===== config.mk =====
export PLATFORM = sky130hd
export DESIGN_NAME = crsf_frame_channel_decoder
export DESIGN_NICKNAME = d
export VERILOG_FILES = /design/src/hdl/crsf_pkg.sv /design/src/hdl/crsf_ram.sv /design/src/hdl/crsf_jobq.sv /design/src/hdl/crsf_front.sv /design/src/hdl/crsf_back.sv /design/src/hdl/crsf_frame_channel_decoder.sv
export SDC_FILE = /design/constraint.sdc
export NUM_CORES = 2
export LEC_CHECK = 0
export ABC_AREA = 0
export BUFFER_PORTS_ARGS = -buffer_cell sky130_fd_sc_hd__buf_2
export CORE_UTILIZATION = 38
export DETAILED_ROUTE_END_ITERATION = 8
export PLACE_DENSITY = 0.52
export RECOVER_POWER = 100
export SLEW_MARGIN = 20
export SYNTH_ARGS = -nofsm -noshare
export SYNTH_HDL_FRONTEND = slang
export SYNTH_SLANG_ARGS = --single-unit

===== constraint.sdc =====
create_clock -name i_clk -period 18 [get_ports i_clk]
set_input_delay 3.6 -clock i_clk [delete_from_list [all_inputs] [get_ports i_clk]]
set_output_delay 3.6 -clock i_clk [all_outputs]
set_load 0.05 [all_outputs]

===== src/hdl/crsf_pkg.sv =====
// Shared types, constants and the CRC8 step for the CRSF channel decoder.
// No dependencies; every other file except crsf_ram imports this package.
`default_nettype none
package crsf_pkg;

    localparam int FRAME_BYTES = 64;
    localparam int ADDR_W      = $clog2(FRAME_BYTES);
    localparam int CFG_IDX_W   = 3;
    localparam int CFG_DATA_W  = 16;

    localparam logic [7:0] MAX_LEN      = 8'd62;
    localparam logic [5:0] FULL_PAYLOAD = 6'd22;
    localparam logic [10:0] RAW_LO      = 11'd172;
    localparam logic [10:0] RAW_HI      = 11'd1811;
    localparam logic [12:0] FULL_DIV    = 13'd1639;
    localparam logic [8:0]  FULL_LIMIT  = 9'd176;
    localparam logic [8:0]  SWITCH_BITS = 9'd10;
    localparam logic [7:0]  CRC_POLY    = 8'hD5;

    // configuration register indexes
    localparam logic [CFG_IDX_W-1:0] REG_SYNC     = 3'd0;
    localparam logic [CFG_IDX_W-1:0] REG_FULL     = 3'd1;
    localparam logic [CFG_IDX_W-1:0] REG_SUBSET   = 3'd2;
    localparam logic [CFG_IDX_W-1:0] REG_MIN_PAY  = 3'd3;
    localparam logic [CFG_IDX_W-1:0] REG_SCALE    = 3'd4;

    localparam logic [1:0] ST_MORE = 2'd0;
    localparam logic [1:0] ST_ERR  = 2'd1;
    localparam logic [1:0] ST_DATA = 2'd2;
    localparam logic [1:0] ST_CHAN = 2'd3;

    typedef enum logic [1:0] {PH_SYNC, PH_LEN, PH_BODY} t_phase;

    typedef enum logic [3:0] {
        B_IDLE, B_CHECK, B_A0, B_A1, B_A2, B_CAP, B_MUL, B_DIV, B_PUSH, B_STAT
    } t_bstate;

    typedef struct packed {
        logic [1:0] status;
        logic       run;
        logic       full_mode;
        logic [3:0] bits;
        logic [8:0] limit;
        logic [4:0] start;
    } t_job;

    typedef struct packed {
        logic        kind;
        logic [3:0]  idx;
        logic [15:0] value;
        logic [1:0]  status;
        logic        last;
    } t_result;

    typedef struct packed {
        logic run_done;
    } t_back_stat;

    function automatic logic [7:0] crc_step(input logic [7:0] crc, input logic [7:0] b);
        logic [7:0] c;
        c = crc ^ b;
        for (int i = 0; i < 8; i++) begin
            c = c[7] ? ((c << 1) ^ CRC_POLY) : (c << 1);
        end
        return c;
    endfunction

endpackage
`default_nettype wire


===== src/hdl/crsf_ram.sv =====
// Generic single write, single read RAM with registered read data.
// No dependencies.
`default_nettype none
module crsf_ram #(
    parameter int WIDTH = 8,
    parameter int DEPTH = 64
) (
    input  wire logic                     i_clk,
    input  wire logic                     i_we,
    input  wire logic [$clog2(DEPTH)-1:0] i_waddr,
    input  wire logic [WIDTH-1:0]         i_wdata,
    input  wire logic [$clog2(DEPTH)-1:0] i_raddr,
    output logic      [WIDTH-1:0]         o_rdata
);
    logic [WIDTH-1:0] r_mem [DEPTH];

    always_ff @(posedge i_clk) begin
        if (i_we) begin
            r_mem[i_waddr] <= i_wdata;
        end
        o_rdata <= r_mem[i_raddr];
    end
endmodule
`default_nettype wire


===== src/hdl/crsf_jobq.sv =====
// Two-entry queue of decoded jobs between the byte parser and the channel engine.
// Depends on crsf_pkg.
`default_nettype none
module crsf_jobq (
    input  wire logic          i_clk,
    input  wire logic          i_rst_n,
    input  wire logic          i_push,
    input  crsf_pkg::t_job     i_job,
    output logic               o_full,
    input  wire logic          i_pop,
    output logic               o_empty,
    output crsf_pkg::t_job     o_job
);
    import crsf_pkg::*;

    t_job       r_q [2];
    logic       r_wp, r_rp;
    logic [1:0] r_cnt;

    assign o_full  = (r_cnt == 2'd2);
    assign o_empty = (r_cnt == 2'd0);
    assign o_job   = r_q[r_rp];

    always_ff @(posedge i_clk) begin
        if (i_push && !o_full) begin
            r_q[r_wp] <= i_job;
        end
        if (!i_rst_n) begin
            r_wp  <= 1'b0;
            r_rp  <= 1'b0;
            r_cnt <= 2'd0;
        end else begin
            if (i_push && !o_full) r_wp <= ~r_wp;
            if (i_pop && !o_empty) r_rp <= ~r_rp;
            r_cnt <= r_cnt + 2'((i_push && !o_full) ? 1 : 0)
                           - 2'((i_pop && !o_empty) ? 1 : 0);
        end
    end
endmodule
`default_nettype wire


===== src/hdl/crsf_front.sv =====
// Byte parser: sync/length hunt, CRC8 check, frame store writes, job classification.
// Depends on crsf_pkg; drives the frame RAM write port and the job queue.
`default_nettype none
module crsf_front (
    input  wire logic                    i_clk,
    input  wire logic                    i_rst_n,
    input  wire logic                    i_acc,
    input  wire logic [7:0]              i_byte,
    input  wire logic [7:0]              i_sync_addr,
    input  wire logic [7:0]              i_full_code,
    input  wire logic [7:0]              i_subset_code,
    input  wire logic [5:0]              i_min_pay,
    input  crsf_pkg::t_back_stat         i_bstat,
    output logic                         o_lock,
    output logic                         o_we,
    output logic [crsf_pkg::ADDR_W-1:0]  o_waddr,
    output logic                         o_job_push,
    output crsf_pkg::t_job               o_job
);
    import crsf_pkg::*;

    t_phase     r_phase, n_phase;
    logic [5:0] r_len, n_len, r_cnt, n_cnt, cnt1, plen;
    logic [7:0] r_crc, n_crc, r_type, n_type, r_cfg, n_cfg, typ, cfg;
    logic       r_lock, frame_end, len_bad;
    logic [8:0] avail, resv;
    t_job       job_end;

    assign cnt1      = r_cnt + 6'd1;
    assign len_bad   = (i_byte < 8'd2) || (i_byte > MAX_LEN);
    assign frame_end = (cnt1 >= r_len);
    assign plen      = r_len - 6'd2;
    assign typ       = r_type;
    assign cfg       = (r_cnt == 6'd1) ? i_byte : r_cfg;
    assign avail     = (plen == 6'd0) ? 9'd0 : {plen - 6'd1, 3'b000};
    assign resv      = cfg[7] ? SWITCH_BITS : 9'd0;

    // classification of a finished frame
    always_comb begin
        job_end        = '0;
        job_end.status = ST_DATA;
        if (i_byte != r_crc) begin
            job_end.status = ST_ERR;
        end else if (typ == i_full_code) begin
            if (plen >= FULL_PAYLOAD) begin
                job_end.status    = ST_CHAN;
                job_end.run       = 1'b1;
                job_end.full_mode = 1'b1;
                job_end.bits      = 4'd11;
                job_end.limit     = FULL_LIMIT;
            end
        end else if (typ == i_subset_code) begin
            if (plen >= i_min_pay) begin
                job_end.status = ST_CHAN;
                job_end.run    = 1'b1;
                job_end.bits   = 4'd10 + {2'b00, cfg[6:5]};
                job_end.limit  = (avail > resv) ? avail - resv : 9'd0;
                job_end.start  = cfg[4:0];
            end
        end
    end

    always_comb begin
        n_phase = r_phase;
        if (i_acc) begin
            unique case (r_phase)
                PH_LEN:  n_phase = len_bad ? PH_SYNC : PH_BODY;
                PH_BODY: n_phase = frame_end ? PH_SYNC : PH_BODY;
                default: n_phase = (i_byte == i_sync_addr) ? PH_LEN : PH_SYNC;
            endcase
        end
    end

    always_comb begin
        n_len      = r_len;
        n_cnt      = r_cnt;
        n_crc      = r_crc;
        n_type     = r_type;
        n_cfg      = r_cfg;
        o_we       = 1'b0;
        o_job      = '0;
        o_job.status = ST_MORE;
        unique case (r_phase)
            PH_LEN: begin
                if (len_bad) o_job.status = ST_ERR;
                n_len = i_byte[5:0];
                n_cnt = 6'd0;
                n_crc = 8'd0;
            end
            PH_BODY: begin
                o_we  = 1'b1;
                n_cnt = cnt1;
                if (r_cnt == 6'd0) n_type = i_byte;
                if (r_cnt == 6'd1) n_cfg  = i_byte;
                if (frame_end) o_job = job_end;
                else           n_crc = crc_step(r_crc, i_byte);
            end
            default: begin
                if (i_byte != i_sync_addr) o_job.status = ST_ERR;
            end
        endcase
        o_we       = o_we && i_acc;
        o_job_push = i_acc;
    end

    assign o_waddr = r_cnt;
    assign o_lock  = r_lock;

    always_ff @(posedge i_clk) begin
        if (!i_rst_n) begin
            r_phase <= PH_SYNC;
            r_lock  <= 1'b0;
            r_len   <= 6'd0;
            r_cnt   <= 6'd0;
            r_crc   <= 8'd0;
        end else begin
            r_phase <= n_phase;
            if (i_acc) begin
                r_len  <= n_len;
                r_cnt  <= n_cnt;
                r_crc  <= n_crc;
                r_type <= n_type;
                r_cfg  <= n_cfg;
            end
            // hold off new bytes while the engine still reads the frame store
            if (i_acc && o_job.run)    r_lock <= 1'b1;
            else if (i_bstat.run_done) r_lock <= 1'b0;
        end
    end
endmodule
`default_nettype wire


===== src/hdl/crsf_back.sv =====
// Channel engine: bit extraction from the frame store, scaling by a shared
// iterative divider, and the two-entry result queue. Depends on crsf_pkg.
`default_nettype none
module crsf_back (
    input  wire logic                    i_clk,
    input  wire logic                    i_rst_n,
    input  wire logic                    i_job_empty,
    input  crsf_pkg::t_job               i_job,
    output logic                         o_job_pop,
    input  wire logic [15:0]             i_scale,
    output logic [crsf_pkg::ADDR_W-1:0]  o_raddr,
    input  wire logic [7:0]              i_rdata,
    output crsf_pkg::t_back_stat         o_bstat,
    input  wire logic                    i_pop,
    output logic                         o_empty,
    output crsf_pkg::t_result            o_res
);
    import crsf_pkg::*;

    t_bstate     r_st, n_st;
    t_job        r_job;
    logic [8:0]  r_off;
    logic [4:0]  r_idx;
    logic [7:0]  r_d0, r_d1;
    logic [12:0] r_raw, div_c;
    logic [13:0] r_rem, rem_sh;
    logic [28:0] r_quo;
    logic [4:0]  r_step;
    logic [5:0]  a0;
    logic [23:0] win;
    logic [13:0] mask;
    logic [10:0] adj;
    logic        stop, q_wr, q_rd;
    t_result     q_in;
    t_result     r_q [2];
    logic        r_wp, r_rp;
    logic [1:0]  r_qc;

    assign a0   = (r_job.full_mode ? 6'd1 : 6'd2) + r_off[8:3];
    assign stop = ((r_off + {5'd0, r_job.bits}) > r_job.limit) || r_idx[4];
    assign win  = {i_rdata, r_d1, r_d0} >> r_off[2:0];
    assign mask = (14'd1 << r_job.bits) - 14'd1;
    assign div_c = r_job.full_mode ? FULL_DIV : mask[12:0];
    assign rem_sh = {r_rem[12:0], r_quo[28]};

    always_comb begin
        if (r_raw[10:0] < RAW_LO)      adj = 11'd0;
        else if (r_raw[10:0] > RAW_HI) adj = RAW_HI - RAW_LO;
        else                           adj = r_raw[10:0] - RAW_LO;
    end

    always_comb begin
        unique case (r_st)
            B_A0:    o_raddr = a0;
            B_A1:    o_raddr = a0 + 6'd1;
            default: o_raddr = a0 + 6'd2;
        endcase
    end

    always_comb begin
        n_st = r_st;
        unique case (r_st)
            B_IDLE:  if (!i_job_empty) n_st = i_job.run ? B_CHECK : B_STAT;
            B_CHECK: n_st = stop ? B_STAT : B_A0;
            B_A0:    n_st = B_A1;
            B_A1:    n_st = B_A2;
            B_A2:    n_st = B_CAP;
            B_CAP:   n_st = B_MUL;
            B_MUL:   n_st = B_DIV;
            B_DIV:   if (r_step == 5'd28) n_st = B_PUSH;
            B_PUSH:  if (r_qc != 2'd2) n_st = B_CHECK;
            B_STAT:  if (r_qc != 2'd2) n_st = B_IDLE;
            default: n_st = B_IDLE;
        endcase
    end

    always_comb begin
        o_job_pop = (r_st == B_IDLE) && !i_job_empty;
        q_in      = '0;
        q_wr      = 1'b0;
        o_bstat.run_done = 1'b0;
        unique case (r_st)
            B_PUSH: begin
                q_in.idx    = r_idx[3:0];
                q_in.value  = r_quo[15:0];
                q_in.status = ST_CHAN;
                q_wr        = (r_qc != 2'd2);
            end
            B_STAT: begin
                q_in.kind   = 1'b1;
                q_in.status = r_job.status;
                q_in.last   = 1'b1;
                q_wr        = (r_qc != 2'd2);
                o_bstat.run_done = q_wr && r_job.run;
            end
            default: ;
        endcase
    end

    assign q_rd    = i_pop && (r_qc != 2'd0);
    assign o_empty = (r_qc == 2'd0);
    assign o_res   = r_q[r_rp];

    always_ff @(posedge i_clk) begin
        if (o_job_pop) begin
            r_job <= i_job;
            r_off <= 9'd0;
            r_idx <= i_job.start;
        end
        if (r_st == B_A1) r_d0 <= i_rdata;
        if (r_st == B_A2) r_d1 <= i_rdata;
        if (r_st == B_CAP) r_raw <= win[12:0] & mask[12:0];
        if (r_st == B_MUL) begin
            r_quo  <= 29'(({2'b00, r_job.full_mode ? adj : r_raw[10:0]}
                          | (r_job.full_mode ? 13'd0 : r_raw)) * i_scale);
            r_rem  <= 14'd0;
            r_step <= 5'd0;
        end
        if (r_st == B_DIV) begin
            // restoring division, one quotient bit per cycle
            if (rem_sh >= {1'b0, div_c}) begin
                r_rem <= rem_sh - {1'b0, div_c};
                r_quo <= {r_quo[27:0], 1'b1};
            end else begin
                r_rem <= rem_sh;
                r_quo <= {r_quo[27:0], 1'b0};
            end
            r_step <= r_step + 5'd1;
        end
        if (r_st == B_PUSH && q_wr) begin
            r_off <= r_off + {5'd0, r_job.bits};
            r_idx <= r_idx + 5'd1;
        end
        if (q_wr) r_q[r_wp] <= q_in;
        if (!i_rst_n) begin
            r_st <= B_IDLE;
            r_wp <= 1'b0;
            r_rp <= 1'b0;
            r_qc <= 2'd0;
        end else begin
            r_st <= n_st;
            if (q_wr) r_wp <= ~r_wp;
            if (q_rd) r_rp <= ~r_rp;
            r_qc <= r_qc + 2'(q_wr ? 1 : 0) - 2'(q_rd ? 1 : 0);
        end
    end

    a_qc_bound: assert property (@(posedge i_clk) disable iff (!i_rst_n)
        r_qc != 2'd3) else $error("result queue count out of range");
    a_stat_ends: assert property (@(posedge i_clk) disable iff (!i_rst_n)
        (r_st == B_STAT && q_wr) |=> (r_st == B_IDLE))
        else $error("status item did not end the job");
    a_push_idx: assert property (@(posedge i_clk) disable iff (!i_rst_n)
        (r_st == B_PUSH) |-> !r_idx[4]) else $error("channel index beyond 15 emitted");
    a_div_len: assert property (@(posedge i_clk) disable iff (!i_rst_n)
        (r_st == B_PUSH && $past(r_st) == B_DIV) |-> ($past(r_step) == 5'd28))
        else $error("divider left early");
endmodule
`default_nettype wire


===== src/hdl/crsf_frame_channel_decoder.sv =====
// CRSF channel frame decoder: received bytes in, channel updates and statuses out.
// Each byte yields its results in order; any byte but a good channel frame end yields one status item, a
// good channel frame yields one item per updated channel and then the status item.
// At a channel frame end the engine handles each channel in turn with three frame store reads, one
// multiply and a 29-step shared divider, for up to sixteen channels; full stays high during that
// time. Configuration writes are always ready.
`default_nettype none
module crsf_frame_channel_decoder (
    input  wire logic                            i_clk,
    input  wire logic                            i_rst_n,
    input  wire logic                            push,
    output logic                                 full,
    input  wire logic [7:0]                      i_rx_byte,
    output logic                                 empty,
    input  wire logic                            pop,
    output logic                                 o_item_kind,
    output logic [3:0]                           o_chan_index,
    output logic [15:0]                          o_chan_value,
    output logic [1:0]                           o_frame_status,
    output logic                                 o_last_item,
    input  wire logic                            i_cfg_valid,
    output logic                                 o_cfg_ready,
    input  wire logic [crsf_pkg::CFG_IDX_W-1:0]  i_cfg_index,
    input  wire logic [crsf_pkg::CFG_DATA_W-1:0] i_cfg_data
);
    import crsf_pkg::*;

    logic [7:0]  r_sync, r_full, r_subset;
    logic [5:0]  r_minp;
    logic [15:0] r_scale;
    logic        acc, lock, we, jpush, jfull, jpop, jempty;
    logic [ADDR_W-1:0] waddr, raddr;
    logic [7:0]  rdata;
    t_job        job_in, job_out;
    t_back_stat  bstat;
    t_result     res;

    assign o_cfg_ready = 1'b1;
    assign full = jfull || lock;
    assign acc  = push && !full;

    always_ff @(posedge i_clk) begin
        if (!i_rst_n) begin
            r_sync   <= 8'd200;
            r_full   <= 8'd22;
            r_subset <= 8'd23;
            r_minp   <= 6'd2;
            r_scale  <= 16'd1000;
        end else if (i_cfg_valid) begin
            unique case (i_cfg_index)
                REG_SYNC:    r_sync   <= i_cfg_data[7:0];
                REG_FULL:    r_full   <= i_cfg_data[7:0];
                REG_SUBSET:  r_subset <= i_cfg_data[7:0];
                REG_MIN_PAY: r_minp   <= i_cfg_data[5:0];
                REG_SCALE:   r_scale  <= i_cfg_data;
                default: ;
            endcase
        end
    end

    crsf_front u_front (
        .i_clk(i_clk), .i_rst_n(i_rst_n), .i_acc(acc), .i_byte(i_rx_byte),
        .i_sync_addr(r_sync), .i_full_code(r_full), .i_subset_code(r_subset),
        .i_min_pay(r_minp), .i_bstat(bstat), .o_lock(lock), .o_we(we),
        .o_waddr(waddr), .o_job_push(jpush), .o_job(job_in)
    );

    crsf_ram #(.WIDTH(8), .DEPTH(FRAME_BYTES)) u_store (
        .i_clk(i_clk), .i_we(we), .i_waddr(waddr), .i_wdata(i_rx_byte),
        .i_raddr(raddr), .o_rdata(rdata)
    );

    crsf_jobq u_jobq (
        .i_clk(i_clk), .i_rst_n(i_rst_n), .i_push(jpush), .i_job(job_in), .o_full(jfull),
        .i_pop(jpop), .o_empty(jempty), .o_job(job_out)
    );

    crsf_back u_back (
        .i_clk(i_clk), .i_rst_n(i_rst_n), .i_job_empty(jempty), .i_job(job_out),
        .o_job_pop(jpop), .i_scale(r_scale), .o_raddr(raddr), .i_rdata(rdata),
        .o_bstat(bstat), .i_pop(pop), .o_empty(empty), .o_res(res)
    );

    assign o_item_kind    = res.kind;
    assign o_chan_index   = res.idx;
    assign o_chan_value   = res.value;
    assign o_frame_status = res.status;
    assign o_last_item    = res.last;
endmodule
`default_nettype wire


==> reports/qor.csv <==
metric,value,unit
status,finished with violations,
violations,"max-capacitance violations, max-slew violations",
portBuffers,57,
cp.required,18.31,ns
min_period_over_period,0.5862,
htreeDepth,3,
ys_ff_latch,807,
drc,0,
wl_per_cell,21.56,um
setup_viol,0,
grt_pass1_wl,160.0,mm
cts_buffer_depth,3,
syn_area,0.04236,mm^2
fin_skew,0.03547,ns
worstReg2RegEnd,u_back.r_quo[24]$_DFFE_PP_,
synth_top_area_share,0.5076,
ioPinCount,59,
clk_latency,0.66,ns
worstMarginPinSlew,3.725,ns
powerDensity,198.3,mW/mm^2
root_buffer,clkbuf_16,
globalplace.congestion,0.8558,
syn_avg_cell_area,13.39,um^2
max_freq,0.09478,GHz
max-vdd-ir-drop,0.2517,mV
syn_nets,3517,
cts-resized-gates,0,
synthTopCellsByArea,"edfxtp_1 (51%), fa_1 (7.3%), mux4_2 (7.2%)",
synth_cell_types,77,
slew_headroom,-1.483,
via_count,24870,
rsz0062_at_grt,no,
dieArea,0.1128,mm^2
fin_worst_hold_slack,0.4514,ns
clk_pin_slew,0.06,ns
drt-total-wl,103.1,mm
postCtsHoldBufs,0,
cp-start-kind,flop,
cts_tree,built,
r2r-start,u_back.r_raw[2]$_DFFE_PP_,
fillers,10190,
yosysSeqAreaShare,0.5506,
dp_hpwl,70.43,mm
cts_setup_buffers,0,
power_leakage,0.01719,uW
setup_slack,7.449,ns
r2r_cells,27,
via_per_inst,5.201,
drive_above_1_share,0.1163,
arrival,10.87,ns
endpoint,u_back.r_quo[24]$_DFFE_PP_,
synth_top_flop_cell,edfxtp_1,
ant_nets,0,
first_pass_iters,7,
grt_pass1_vias,26140,
async_flop_share,0,
fin_nets,3572,
hold_viol,0,
min_path_type,reg -> reg,
cp_max_fo,16,
cts_sinks,807,
layout_commonest_cell,edfxtp_1,
startpoint,u_back.r_raw[2]$_DFFE_PP_,
core-area,0.1105,mm^2
num_rows,122,
drt_iter0_markers,1612,
drv_cap,16,
syn2layout_area_growth,11.03,%
yosysWarnings,0,
synth_edf_count,716,
chipWidth,335.9,um
synthCells,3164,
synth_area_leader_cell,edfxtp_1,
overflow,0,
postLayoutCoreUtil,0.4256,
initial_core_util,0.3833,
numCtsBuffers,87,
layout_common_cells,"edfxtp_1 (716), nand2_1 (320), inv_1 (260)",
period_minus_slack,10.55,ns
cp-end-kind,flop,
r2r_setup_slack,7.45,ns
grt_max_degree,94,
die_y,335.9,um
antenna_found_initial,8,
slew_viol_final,766,
pre_cts_ws,9.221,ns
grt_use_total,0.1865,
setup_tns,0,ns
path_class,reg -> reg,
[cells in the mapped netlist (all sizes together), types with 8 or more instances]
master	instances
a211oi	21
a21boi	42
a21o	30
a21oi	92
and2	146
and3	21
buf	45
clkbuf	92
dfxtp	91
edfxtp	716
fa	155
ha	166
inv	261
mux2	48
mux2i	123
mux4	135
nand2	321
nand2b	14
nand3	62
nand4	12
nor2	180
nor2b	39
nor3	25
o211ai	12
o21a	16
o21ai	50
o221ai	8
o22ai	11
or2	12
or3	9
xnor2	77
xor2	43
[through the flow]
step / cells / total power (uW) / area, um^2
final: 4782 / 9324 / 47030
after global routing: 4780 / 10010 / 47030
after CTS: 4780 / 9486 / 47220
after detailed placement: 4618 / 7689 / 44360
after global placement: 4618 / 7633 / 44350
after floorplan: 3164 / 6153 / 42360
[worst max-delay path, cell delays in order (launching register included)]
cell and delay [ns]:
edfxtp_1 0.46, a21o_1 0.25, a21o_1 0.23, a2111oi_0 1.47
nor3_1 0.32, nand2_1 0.17, nand2_1 0.07, a21o_1 0.43
and2_1 0.29, fa_1 0.50, inv_1 0.06, fa_1 0.53
inv_1 0.05, fa_1 0.47, fa_1 0.53, fa_1 0.54
inv_1 0.06, fa_1 0.54, inv_1 0.05, ha_1 0.35
nand4_1 0.17, a21oi_1 0.06, a2111oi_0 1.10, o21ai_0 0.35
o41ai_1 0.66, a221oi_1 0.24, xnor2_1 0.18, o21ai_0 0.09
[registers in the layout, indices dropped and copies added (netlist names), 13 cells and up, named ones only]
register,count
u_back.r_rem,13
u_store.r_mem,512
u_jobq.r_q,38
u_back.r_job,14
u_back.r_q,46
u_back.r_quo,29
u_back.r_raw,13
r_scale,16
[metal layers]
metal / GRT usage / routed length [um] / vias to the layer above
met4: 0.05023 / 2343 / 8
li1: - / - / 11480
met2: 0.3229 / 51410 / 556
met1: 0.2441 / 44620 / 12690
met3: 0.02682 / 4663 / 140
met5: 0 / 41 / -
[worst min-delay path by stage]
stage	startpoint	to	slack, ns	cells after the start
2_1_floorplan	u_store.o_rdata[4]$_DFF_P_	u_back.r_d0[4]$_DFFE_PN_	0.40	0
3_3_place_gp	u_store.o_rdata[4]$_DFF_P_	u_back.r_d1[4]$_DFFE_PP_	0.42	0
3_5_place_dp	u_store.o_rdata[6]$_DFF_P_	u_back.r_d0[6]$_DFFE_PN_	0.43	0
4_1_cts	u_store.o_rdata[6]$_DFF_P_	u_back.r_d1[6]$_DFFE_PP_	0.45	0
5_1_grt	u_store.o_rdata[6]$_DFF_P_	u_back.r_d0[6]$_DFFE_PN_	0.45	0
6_report	u_store.o_rdata[6]$_DFF_P_	u_back.r_d1[6]$_DFFE_PP_	0.45	0
[cell families after synthesis]
group | synth area share
compound gates | 0.05420
xor+xnor | 0.02517
fa+ha+maj | 0.1223
buf+inv | 0.03701
flops | 0.5506
mux | 0.1137
other cells | 0.00008853
simple gates | 0.09695
[power by group]
group,internal (uW),switching [uW],total [uW]
Sequential,2250,106,2360
Combinational,2140,3050,5190
Clock,1020,756,1770
Total,5410,3910,9320
[cell type report]
| class | count | area, um^2 | area share |
|---|---|---|---|
| Multi-Input combinational cell | 1959 | 17500 | 0.3722 |
| Antenna cell | 2 | 5.005 | 0.0001064 |
| Clock buffer | 113 | 2431 | 0.05169 |
| Clock inverter | 49 | 422.9 | 0.008992 |
| Inverter | 261 | 979.7 | 0.02083 |
| Tap cell | 1488 | 1862 | 0.03959 |
| Timing Repair Buffer | 103 | 503.0 | 0.01069 |
| Sequential cell | 807 | 23320 | 0.4959 |
Note: power is estimated with default switching activity, not from simulation.
